`src/sv/urb_pkg.sv`:
```
// shared constants and types for the uart receive and transmit ring buffers
`default_nettype none

package urb_pkg;

  localparam int RX_DEPTH = 64;
  localparam int TX_DEPTH = 64;
  localparam int RX_AW    = (RX_DEPTH > 1) ? $clog2(RX_DEPTH) : 1;
  localparam int TX_AW    = (TX_DEPTH > 1) ? $clog2(TX_DEPTH) : 1;
  localparam int RX_OW    = RX_AW + 1;
  localparam int TX_OW    = TX_AW + 1;

  localparam logic [7:0] CHAR_LF = 8'h0A;
  localparam logic [7:0] CHAR_CR = 8'h0D;

  typedef enum logic [1:0] {
    FUNC_LINE_RX  = 2'd0,
    FUNC_TX_READY = 2'd1,
    FUNC_HOST_PUT = 2'd2,
    FUNC_HOST_GET = 2'd3
  } func_e;

  typedef struct packed {
    func_e      func;
    logic [7:0] data;
  } req_t;

  typedef struct packed {
    logic       line_tx_valid;
    logic [7:0] line_tx_byte;
    logic       host_byte_valid;
    logic [7:0] host_byte;
    logic       accepted;
    logic       tx_irq_enable;
  } rsp_t;

endpackage

`default_nettype wire

```
`src/sv/uart_rx_tx_ring_buffers.sv`:
```
// top level: event sequencer, queue pointers and the two byte stores
//
// usage
//   one command channel: an event (func, data) is taken at a rising edge
//   where start_i is high and busy_o is low. events are line byte received,
//   transmitter ready, host put and host get.
//   one result channel: done_o is high for exactly one cycle with rsp_o;
//   the result is taken at the edge that ends that cycle. the receiver
//   cannot stall, so no result is ever held back.
// results
//   a result appears in the cycle after the event is taken, save for a
//   newline put, which queues cr and lf through the single write port of
//   the transmit store and so passes through ST_NL first; no new event is
//   taken until the result is done. reads of a store go through its synchronous read port.
// reset
//   rst_ni clears all read and write pointers and the transmit interrupt
//   enable; store contents stay undefined until written, which the
//   occupancy rules never let a read observe.
// queues run as ring buffers with an index and a wrap phase bit per pointer,
// so any depth works, not only powers of two
`default_nettype none

module uart_rx_tx_ring_buffers (
  input  wire logic          clk_i,
  input  wire logic          rst_ni,
  input  wire logic          start_i,
  input  wire urb_pkg::req_t req_i,
  output logic               busy_o,
  output logic               done_o,
  output urb_pkg::rsp_t      rsp_o
);

  import urb_pkg::*;

  typedef enum logic [1:0] {
    ST_IDLE,
    ST_NL,
    ST_RESP
  } state_e;

  state_e state_q, state_d;

  // pointers: slot index plus wrap phase
  logic [RX_AW-1:0] rx_wr_q, rx_wr_d, rx_rd_q, rx_rd_d;
  logic             rx_wp_q, rx_wp_d, rx_rp_q, rx_rp_d;
  logic [TX_AW-1:0] tx_wr_q, tx_wr_d, tx_rd_q, tx_rd_d;
  logic             tx_wp_q, tx_wp_d, tx_rp_q, tx_rp_d;
  logic             tx_en_q, tx_en_d;

  // registered result flags; bytes come from the store read ports
  rsp_t rsp_q, rsp_d;

  // store ports
  logic             rx_we, rx_re, tx_we, tx_re;
  logic [7:0]       tx_wdata;
  logic [7:0]       rx_rdata, tx_rdata;

  logic [RX_OW-1:0] rx_occ;
  logic [TX_OW-1:0] tx_occ;
  logic             rx_full, rx_empty, tx_full, tx_empty, tx_room2;
  logic             take;
  logic             is_nl;

  // occupancy from index difference, corrected by depth when phases differ
  always_comb begin
    if (rx_wp_q == rx_rp_q) begin
      rx_occ = {1'b0, rx_wr_q} - {1'b0, rx_rd_q};
    end else begin
      rx_occ = {1'b0, rx_wr_q} + RX_OW'(RX_DEPTH) - {1'b0, rx_rd_q};
    end
    if (tx_wp_q == tx_rp_q) begin
      tx_occ = {1'b0, tx_wr_q} - {1'b0, tx_rd_q};
    end else begin
      tx_occ = {1'b0, tx_wr_q} + TX_OW'(TX_DEPTH) - {1'b0, tx_rd_q};
    end
  end

  assign rx_full  = (rx_occ == RX_OW'(RX_DEPTH));
  assign tx_full  = (tx_occ == TX_OW'(TX_DEPTH));
  assign tx_room2 = (tx_occ <= TX_OW'(TX_DEPTH - 2));
  assign rx_empty = (rx_wr_q == rx_rd_q) && (rx_wp_q == rx_rp_q);
  assign tx_empty = (tx_wr_q == tx_rd_q) && (tx_wp_q == tx_rp_q);

  assign take  = start_i && (state_q == ST_IDLE);
  assign is_nl = (req_i.data == CHAR_LF);

  always_comb begin
    state_d  = state_q;
    rx_wr_d  = rx_wr_q;
    rx_wp_d  = rx_wp_q;
    rx_rd_d  = rx_rd_q;
    rx_rp_d  = rx_rp_q;
    tx_wr_d  = tx_wr_q;
    tx_wp_d  = tx_wp_q;
    tx_rd_d  = tx_rd_q;
    tx_rp_d  = tx_rp_q;
    tx_en_d  = tx_en_q;
    rsp_d    = rsp_q;
    rx_we    = 1'b0;
    rx_re    = 1'b0;
    tx_we    = 1'b0;
    tx_re    = 1'b0;
    tx_wdata = req_i.data;

    case (state_q)
      ST_IDLE: begin
        if (take) begin
          rsp_d   = '0;
          state_d = ST_RESP;
          case (req_i.func)
            FUNC_LINE_RX: begin
              if (!rx_full) begin
                rx_we          = 1'b1;
                rsp_d.accepted = 1'b1;
                if (rx_wr_q == RX_AW'(RX_DEPTH - 1)) begin
                  rx_wr_d = '0;
                  rx_wp_d = ~rx_wp_q;
                end else begin
                  rx_wr_d = rx_wr_q + RX_AW'(1);
                end
              end
            end
            FUNC_TX_READY: begin
              if (tx_empty) begin
                tx_en_d = 1'b0;
              end else begin
                tx_re               = 1'b1;
                rsp_d.line_tx_valid = 1'b1;
                if (tx_rd_q == TX_AW'(TX_DEPTH - 1)) begin
                  tx_rd_d = '0;
                  tx_rp_d = ~tx_rp_q;
                end else begin
                  tx_rd_d = tx_rd_q + TX_AW'(1);
                end
              end
            end
            FUNC_HOST_PUT: begin
              if (is_nl ? tx_room2 : !tx_full) begin
                tx_we          = 1'b1;
                tx_en_d        = 1'b1;
                rsp_d.accepted = 1'b1;
                // newline: cr now, lf in the following cycle
                if (is_nl) begin
                  tx_wdata = CHAR_CR;
                  state_d  = ST_NL;
                end
                if (tx_wr_q == TX_AW'(TX_DEPTH - 1)) begin
                  tx_wr_d = '0;
                  tx_wp_d = ~tx_wp_q;
                end else begin
                  tx_wr_d = tx_wr_q + TX_AW'(1);
                end
              end
            end
            FUNC_HOST_GET: begin
              if (!rx_empty) begin
                rx_re                 = 1'b1;
                rsp_d.host_byte_valid = 1'b1;
                if (rx_rd_q == RX_AW'(RX_DEPTH - 1)) begin
                  rx_rd_d = '0;
                  rx_rp_d = ~rx_rp_q;
                end else begin
                  rx_rd_d = rx_rd_q + RX_AW'(1);
                end
              end
            end
            default: begin
              state_d = ST_RESP;
            end
          endcase
        end
      end
      ST_NL: begin
        tx_we    = 1'b1;
        tx_wdata = CHAR_LF;
        state_d  = ST_RESP;
        if (tx_wr_q == TX_AW'(TX_DEPTH - 1)) begin
          tx_wr_d = '0;
          tx_wp_d = ~tx_wp_q;
        end else begin
          tx_wr_d = tx_wr_q + TX_AW'(1);
        end
      end
      ST_RESP: begin
        state_d = ST_IDLE;
      end
      default: begin
        state_d = ST_IDLE;
      end
    endcase
  end

  always_ff @(posedge clk_i or negedge rst_ni) begin
    if (!rst_ni) begin
      state_q <= ST_IDLE;
      rx_wr_q <= '0;
      rx_wp_q <= 1'b0;
      rx_rd_q <= '0;
      rx_rp_q <= 1'b0;
      tx_wr_q <= '0;
      tx_wp_q <= 1'b0;
      tx_rd_q <= '0;
      tx_rp_q <= 1'b0;
      tx_en_q <= 1'b0;
      rsp_q   <= '0;
    end else begin
      state_q <= state_d;
      rx_wr_q <= rx_wr_d;
      rx_wp_q <= rx_wp_d;
      rx_rd_q <= rx_rd_d;
      rx_rp_q <= rx_rp_d;
      tx_wr_q <= tx_wr_d;
      tx_wp_q <= tx_wp_d;
      tx_rd_q <= tx_rd_d;
      tx_rp_q <= tx_rp_d;
      tx_en_q <= tx_en_d;
      rsp_q   <= rsp_d;
    end
  end

  // receive store: line bytes in, host gets out
  urb_ram #(
    .Depth (RX_DEPTH),
    .AddrW (RX_AW),
    .DataW (8)
  ) u_rx_ram (
    .clk_i   (clk_i),
    .we_i    (rx_we),
    .waddr_i (rx_wr_q),
    .wdata_i (req_i.data),
    .re_i    (rx_re),
    .raddr_i (rx_rd_q),
    .rdata_o (rx_rdata)
  );

  // transmit store: host puts in, transmitter ticks out
  urb_ram #(
    .Depth (TX_DEPTH),
    .AddrW (TX_AW),
    .DataW (8)
  ) u_tx_ram (
    .clk_i   (clk_i),
    .we_i    (tx_we),
    .waddr_i (tx_wr_q),
    .wdata_i (tx_wdata),
    .re_i    (tx_re),
    .raddr_i (tx_rd_q),
    .rdata_o (tx_rdata)
  );

  assign busy_o = (state_q != ST_IDLE);
  assign done_o = (state_q == ST_RESP);

  // bytes are zero unless their valid flag is set
  always_comb begin
    rsp_o               = rsp_q;
    rsp_o.tx_irq_enable = tx_en_q;
    rsp_o.line_tx_byte  = rsp_q.line_tx_valid ? tx_rdata : 8'h00;
    rsp_o.host_byte     = rsp_q.host_byte_valid ? rx_rdata : 8'h00;
  end

endmodule

`default_nettype wire

```
`src/sv/urb_ram.sv`:
```
// generic single write port, single read port ram with registered read data
`default_nettype none

module urb_ram #(
  parameter int Depth = 64,
  parameter int AddrW = 6,
  parameter int DataW = 8
) (
  input  wire logic             clk_i,
  input  wire logic             we_i,
  input  wire logic [AddrW-1:0] waddr_i,
  input  wire logic [DataW-1:0] wdata_i,
  input  wire logic             re_i,
  input  wire logic [AddrW-1:0] raddr_i,
  output logic      [DataW-1:0] rdata_o
);

  logic [DataW-1:0] mem [Depth];
  logic [DataW-1:0] rdata_q;

  always_ff @(posedge clk_i) begin
    if (we_i) begin
      mem[waddr_i] <= wdata_i;
    end
  end

  always_ff @(posedge clk_i) begin
    if (re_i) begin
      rdata_q <= mem[raddr_i];
    end
  end

  assign rdata_o = rdata_q;

endmodule

`default_nettype wire
```
`config.mk`:
```
export PLATFORM = sky130hd
export DESIGN_NAME = uart_rx_tx_ring_buffers
export DESIGN_NICKNAME = d
export VERILOG_FILES = /design/src/sv/urb_pkg.sv /design/src/sv/uart_rx_tx_ring_buffers.sv /design/src/sv/urb_ram.sv
export SDC_FILE = /design/constraint.sdc
export NUM_CORES = 1
export LEC_CHECK = 0
export BUFFER_PORTS_ARGS = -buffer_cell sky130_fd_sc_hd__buf_2
export CAP_MARGIN = 15
export CORE_MARGIN = 2
export CORE_UTILIZATION = 57
export CTS_CLUSTER_DIAMETER = 150
export CTS_CLUSTER_SIZE = 24
export DETAILED_ROUTE_END_ITERATION = 16
export GPL_TIMING_DRIVEN = 0
export HOLD_SLACK_MARGIN = 0.02
export PLACE_DENSITY = 0.85
export REMOVE_ABC_BUFFERS = 1
export SYNTH_ARGS = -nofsm -noshare
export SYNTH_HDL_FRONTEND = slang
export SYNTH_SLANG_ARGS = --single-unit
```
`constraint.sdc`:
```
create_clock -name clk_i -period 5.8 [get_ports clk_i]
set_input_delay 1.16 -clock clk_i [delete_from_list [all_inputs] [get_ports clk_i]]
set_output_delay 1.16 -clock clk_i [all_outputs]
set_load 0.03 [all_outputs]
```
# Word-level counts from Yosys, hierarchy flattened

Memory sizes are Yosys's and may differ from the RTL's. A register that Yosys moved wholly into a read port is not among the register bits.
Index checks and enable logic that the tools add are counted.
Widths: inputs -> output; s select.

Magnitude comparators: 1
Eq/ne operators: 21
Mux-type cells: 52
Reduce and logical (&&, ||, !) cells: 18
Bitwise operators: 7
$add $sub $neg: 10

Operators with widths:

| cell                | number |
|---|---|
| $mux 8              | 6 |
| $mux 6              | 7 |
| $mux 1              | 26 |
| $add 6x1->6 const B | 4 |
| $eq 6x6->1 const B  | 4 |
| $reduce_and 5->1    | 4 |
| $pmux 8 s2          | 1 |
| $reduce_and 4->1    | 4 |
| $add 6x7->7 const B | 2 |
| $eq 7x7->1 const B  | 2 |
| $mux 7              | 2 |
| $sub 6x6->7         | 2 |
| $sub 7x6->7         | 2 |
| $eq 6x6->1          | 2 |
| $pmux 6 s2          | 1 |
| $eq 8x4->1 const B  | 1 |
| $mux 2              | 4 |
| $pmux 1 s2          | 4 |
| $le 7x6->1 const B  | 1 |
| $not 1->1           | 7 |
| $eq 2x2->1 const B  | 3 |
| $ne 2x2->1 const B  | 3 |
| $reduce_bool 2->1   | 3 |
| $eq 2x1->1 const B  | 2 |
| other kinds (7)     | 12 |

Word-level logic and storage cells: 124
Input bits: 13
Memories: 2
Memory bits (writable): 1024
Flip-flop bits (word level): 34

Memory list:

| memory       | depth | bits a word | rd ports | clocked after Yosys merged registers in | wr ports | RTL line      | text |
|---|---|---|---|---|---|---|---|
| u_rx_ram.mem | 64    | 8           | 1        | 1                                       | 1        | urb_ram.sv:18 | `logic [DataW-1:0] mem [Depth];` |
| u_tx_ram.mem | 64    | 8           | 1        | 1                                       | 1        | urb_ram.sv:18 |  |

# Logic depth before layout (Yosys ltp)

Depth after elaboration: 12
Gate-level depth with buffers: 13

# Cells and area by module

A second synthesis with hierarchy kept.

Cell total of the unflattened synthesis: 2202
Area total of the unflattened synthesis: 43065.1 um^2

Modules (own cells, without submodules):

| module                  | times used | area each (um^2) | cells an instance |
|---|---|---|---|
| urb_ram (u_rx_ram)      | 1          | 20270.7          | 972 |
| urb_ram (u_tx_ram)      | 1          | 20246.9          | 940 |
| uart_rx_tx_ring_buffers | 1          | 2547.4           | 290 |

# Least setup slack after synthesis

No wires, ideal clock.

Path type: reg2reg
Start point: reg tx_rd_q[1]
End point: mem u_tx_ram.mem[0][1], data pin
Arrival time: 5403 ps
Setup time: 702 ps
Path slack: -305 ps
Cell stages (with the launch flop): 13
Path through: dfrtp_1 clkbuf_1 clkbuf_1 clkbuf_1 inv_1 ha_1 nand2b_1 a2111oi_0 a311oi_2 o32ai_2 nand4bb_1 nor2_1 o21ai_0

Cells in the longest elaborated chain, start to end: 9
Elaborated cells on any way between the ends: 11

Ends and longest elaborated chain:

| what                                               | RTL line                                                     | text |
|---|---|---|
| start: declaration                                 | uart_rx_tx_ring_buffers.sv:46                                | `logic [TX_AW-1:0] tx_wr_q, tx_wr_d, tx_rd_q, tx_rd_d;` |
| start signal: assignment                           | uart_rx_tx_ring_buffers.sv:214                               | `tx_rd_q <= tx_rd_d;` |
| $sub 7x6->7 or $sub 6x6->7 (tied branches)         | uart_rx_tx_ring_buffers.sv:74, uart_rx_tx_ring_buffers.sv:72 |  |
| $mux 7 *                                           | uart_rx_tx_ring_buffers.sv:71                                | `if (tx_wp_q == tx_rp_q) begin` |
| branches (longest 2 deep; another with $le 7x6->1) | n/a                                                          |  |
| $mux 1 *                                           | uart_rx_tx_ring_buffers.sv:138                               | `if (is_nl ? tx_room2 : !tx_full) begin` |
| $mux 8 *                                           | uart_rx_tx_ring_buffers.sv:138                               |  |
| $mux 8 *                                           | uart_rx_tx_ring_buffers.sv:110                               | `case (req_i.func)` |
| $mux 8 *                                           | uart_rx_tx_ring_buffers.sv:107                               | `if (take) begin` |
| $pmux 8 s2 *                                       | uart_rx_tx_ring_buffers.sv:105                               | `case (state_q)` |
| named net tx_wdata[1]                              | uart_rx_tx_ring_buffers.sv:55                                | `logic [7:0] tx_wdata;` |
| end: declaration                                   | urb_ram.sv:18                                                |  |

Mark *: on every way through the listed nets, which the timed path passes.

# Worst setup path after layout

Start point: reg rx_rd_q[1]
End point: mem u_rx_ram.mem[53][0] (enable)

Cells in the longest elaborated chain, start to end: 9
Elaborated cells on any way between the ends: 10

Ends and longest elaborated chain:

| what                                       | RTL line                                                     | text |
|---|---|---|
| start: declaration                         | uart_rx_tx_ring_buffers.sv:44                                | `logic [RX_AW-1:0] rx_wr_q, rx_wr_d, rx_rd_q, rx_rd_d;` |
| start signal: assignment                   | uart_rx_tx_ring_buffers.sv:210                               | `rx_rd_q <= rx_rd_d;` |
| $sub 7x6->7 or $sub 6x6->7 (tied branches) | uart_rx_tx_ring_buffers.sv:69, uart_rx_tx_ring_buffers.sv:67 |  |
| $mux 7 *                                   | uart_rx_tx_ring_buffers.sv:66                                | `if (rx_wp_q == rx_rp_q) begin` |
| $eq 7x7->1 *                               | uart_rx_tx_ring_buffers.sv:78                                | `assign rx_full = (rx_occ == RX_OW'(RX_DEPTH));` |
| $mux 1 *                                   | uart_rx_tx_ring_buffers.sv:112                               | `if (!rx_full) begin` |
| $mux 1 *                                   | uart_rx_tx_ring_buffers.sv:110                               |  |
| $mux 1 *                                   | uart_rx_tx_ring_buffers.sv:107                               |  |
| $mux 1 *                                   | uart_rx_tx_ring_buffers.sv:105                               |  |
| $mux 1 *                                   | urb_ram.sv:22                                                | `if (we_i) begin` |
| $mux 1 (implied by the code) *             | urb_ram.sv:23                                                | `mem[waddr_i] <= wdata_i;` |
| end: declaration                           | urb_ram.sv:18                                                |  |

Every way passes the cells marked *; elsewhere a longest branch is shown, timed or not.

==> metrics.md <==
| Metric | Value |
|---|---|
| DP Area | `0.0449 sq mm` |
| Area growth syn-to-layout | `9.24%` |
| Post-CTS Hold Buffers | `0` |
| Yosys reg bits | `1,074` |
| Register area share after synthesis | `74.9%` |
| Layout cells sized above 1 | `31.2%` |
| Pre-antenna DRT Iters | `6` |
| Core outline area | `0.0744 sq mm` |
| Final setup vio count | `0` |
| Routed WL | `94,300 um` |
| Post-synth cell types | `67` |
| End-of-flow core utilization | `62.8%` |
| Sequential share of power | `48.1%` |
| Clk pin slew, worst setup/hold paths | `100 ps` |
| Most common cell in the netlist | `edfxtp_1` |
| Final weighted congestion in routability-driven placement | `0.903` |
| Maximum VDD drop | `298 uV` |
| Die H | `278 um` |
| Number of global-route vias before repair | `20,900` |
| Worst setup EP type | `flop` |
| Int Power | `0.0132 W` |
| Worst Path Required | `6140 ps` |
| F_max | `0.187 GHz` |
| Synth top area cells | `edfxtp_1 73%, mux4_2 18%, dfrtp_1 2.0%, nor4_1 0.95%, clkbuf_1 0.66%` |
| NetSw | `0.00585 W` |
| Die X-Extent | `278 um` |
| Switching part of the total | `30.7%` |
| Leak | `14.2 nW` |
| H-tree depth | `2` |
| Hold Vio Cnt, Final | `0` |
| Max cap viols | `0` |
| Initial antenna violation count | `5` |
| CTS Buf Count | `50` |
| Worst relative slew slack | `18.7%` |
| I/O pins | `35` |
| Most common library cells after synthesis | `1,040 x edfxtp_1, 336 x mux4_2, 75 x clkbuf_1` |
| Number of buffers added on ports | `34` |
| DR vias/cell | `6.99` |
| Largest net degree at the start of global routing | `68` |
| Vias | `21,000` |
| Yosys top cell by area | `edfxtp_1` |
| Synth Flop Type | `edfxtp_1` |
| Post-CTS setup buffers | `0` |
| Initial core utilization | `57.5%` |
| Iteration-0 DRC Markers | `3,265` |
| Clock Skews | `41.2 ps` |
| Mapped Area | `0.0428 sq mm` |
| Pwr Density | `407 mW/mm^2` |
| Worst min path class | `reg2reg` |
| Tcrit/Tclk final | `92.0%` |
| Root buf cell | `clkbuf_16` |
| Fin. max-slew vios | `0` |
| First-pass GRT wire length | `139,000 um` |
| Hold slack | `512 ps` |
| CTS Sinks | `1,074` |
| Worst-path fanout max | `58` |
| Total grt overflow | `0` |
| EDFF count, synth | `1,040` |
| Die Area | `0.0773 sq mm` |
| Max clock buf depth | `3` |
| CP startpoint kind | `flop` |
| Syn avg cell area | `22.2 sq um` |
| Post-CTS Resized | `3` |
| Overall power | `0.0190 W` |
| Synth Instances | `1,932` |
| Layout net count | `2,024` |
| Clock share of power | `20.8%` |
| Fill cells | `4,557` |
| WS Path Type | `reg2reg` |
| Worst path arrival time | `5680 ps` |
| Worst-Margin Slew | `1220 ps` |
| Clk Latency, worst-skew pair | `660 ps` |
| Yosys Warn Count | `0` |
| DP HPWL | `57,200 um` |
| Post-synth top area share | `72.9%` |
| Final Cell Area | `0.0468 sq mm` |
| RSZ-0062 raised after global routing | `false` |
| Post-DR wirelength/cell | `31.4 um` |
| Status | `finished clean` |
| Crit path time final | `5340 ps` |
| Logic pwr share | `31.1%` |
| FFs w/ async S/R, synth | `3.17%` |
| All-layer global routing usage | `24.3%` |
| Antenna Nets Post-Route | `0` |
| Cell row count | `100` |
| CTS tree | `yes` |
| DRC | `0` |
-- final cells by class --
class | instances | area, sq um | area share, %
diodes | 1 | 2.50 | 0.00535
inverters | 22 | 82.6 | 0.177
multi-input cells | 715 | 10600 | 22.6
flip-flops and latches | 1074 | 32100 | 68.6
well taps | 969 | 1210 | 2.59
clock inverters | 3 | 45.0 | 0.0963
clock buffers | 90 | 1400 | 3.00
repair buffers | 130 | 1370 | 2.94
-- worst paths after layout --
| check | start | end | slack, ps | cells after the start |
|---|---|---|---|---|
| min in group asynchronous | rst_ni | rx_rd_q[4]$_DFFE_PN0P_ | 670 | 1 |
| max reg2reg | rx_rd_q[1]$_DFFE_PN0P_ | u_rx_ram.mem[53][0]$_DFFE_PP_ | 460 | 11 |
| max in group asynchronous | rst_ni | rx_rd_q[0]$_DFFE_PN0P_ | 4430 | 1 |
| min reg2reg | tx_wp_q$_DFFE_PN0P_ | tx_wp_q$_DFFE_PN0P_ | 510 | 1 |
| max | rx_rd_q[1]$_DFFE_PN0P_ | u_rx_ram.mem[53][0]$_DFFE_PP_ | 460 | 11 |
| min | tx_wp_q$_DFFE_PN0P_ | tx_wp_q$_DFFE_PN0P_ | 510 | 1 |
-- state kept, by name, summed over array words and instances, names as in the netlist, 6 cells and up --
register,flops
u_rx_ram.mem,512
tx_wr_q,6
u_rx_ram.rdata_o,8
rx_wr_q,6
rx_rd_q,6
u_tx_ram.rdata_o,8
u_tx_ram.mem,512
tx_rd_q,6
-- power by group through the flow --
stage / combinational (W) / clock (W) / sequential, W
global route: 0.00615 / 0.00421 / 0.00919
finish: 0.00593 / 0.00396 / 0.00916
floorplan: 0.00399 / 0 / 0.00965
CTS: 0.00586 / 0.00399 / 0.00915
global placement: 0.00515 / 0 / 0.00996
detailed placement: 0.00578 / 0 / 0.00932
-- cells in the final DEF (no fill, tap or decap), types with 4 or more instances in the layout --
cell	instances
clkbuf_16	50
mux4_2	336
nand3_1	19
buf_12	17
o21ai_0	13
or3_1	7
and2_1	18
nand3b_1	4
buf_2	46
clkbuf_4	16
dfrtp_2	4
inv_1	17
a21oi_1	13
buf_16	15
mux2i_1	5
dfrtp_4	4
clkbuf_1	40
and3_1	5
nand2_1	25
and2_2	4
a21o_1	6
o31ai_1	7
buf_4	32
xor2_1	5
inv_2	4
nor4_2	71
ha_1	16
nor4_1	5
nand4_1	6
edfxtp_1	1040
nand2b_1	8
dfrtp_1	26
nor3_1	49
nor2_1	21
xnor2_1	11
nor3_2	6
-- worst max-delay path: stages, from the launching register on --
cell,delay [ps]
dfrtp_4,830
buf_16,380
inv_1,110
ha_1,300
nor2b_1,130
o21ai_0,220
a21oi_1,150
o21a_1,240
o2111ai_1,580
nand2_2,720
nor4_1,1010
buf_2,320
-- metrics by stage --
stage                     setup TNS (ps)  worst slack (ps)  std cells
final                                  0               461       3004
after global routing                   0               304       3003
after detailed placement               0              98.0       2866
after CTS                              0              12.6       2959
after global placement          -6748980             -9090       2814
after floorplan                 -3179590             -4420       1811
-- per-layer routing --
metal / vias up / wire (um) / part of all wire (%) / GRT usage, %
li1: 8345 / - / - / -
met2: 1493 / 47700 / 51 / 40.7
met1: 10900 / 33400 / 35 / 33.1
met3: 239 / 10200 / 11 / 4.76
met5: - / 63 / 0.067 / 0
met4: 10 / 2880 / 3.1 / 6.99
-- cells by family after synthesis --
kind of cell	Yosys count	share of synthesized area, %
xor+xnor	16	0.327
flops	1074	74.9
fa+ha+maj	18	0.561
simple gates	266	3.64
buf+inv	143	1.43
mux	344	17.9
compound gates	71	1.25
No activity file was read; power rests on OpenSTA's default activity.
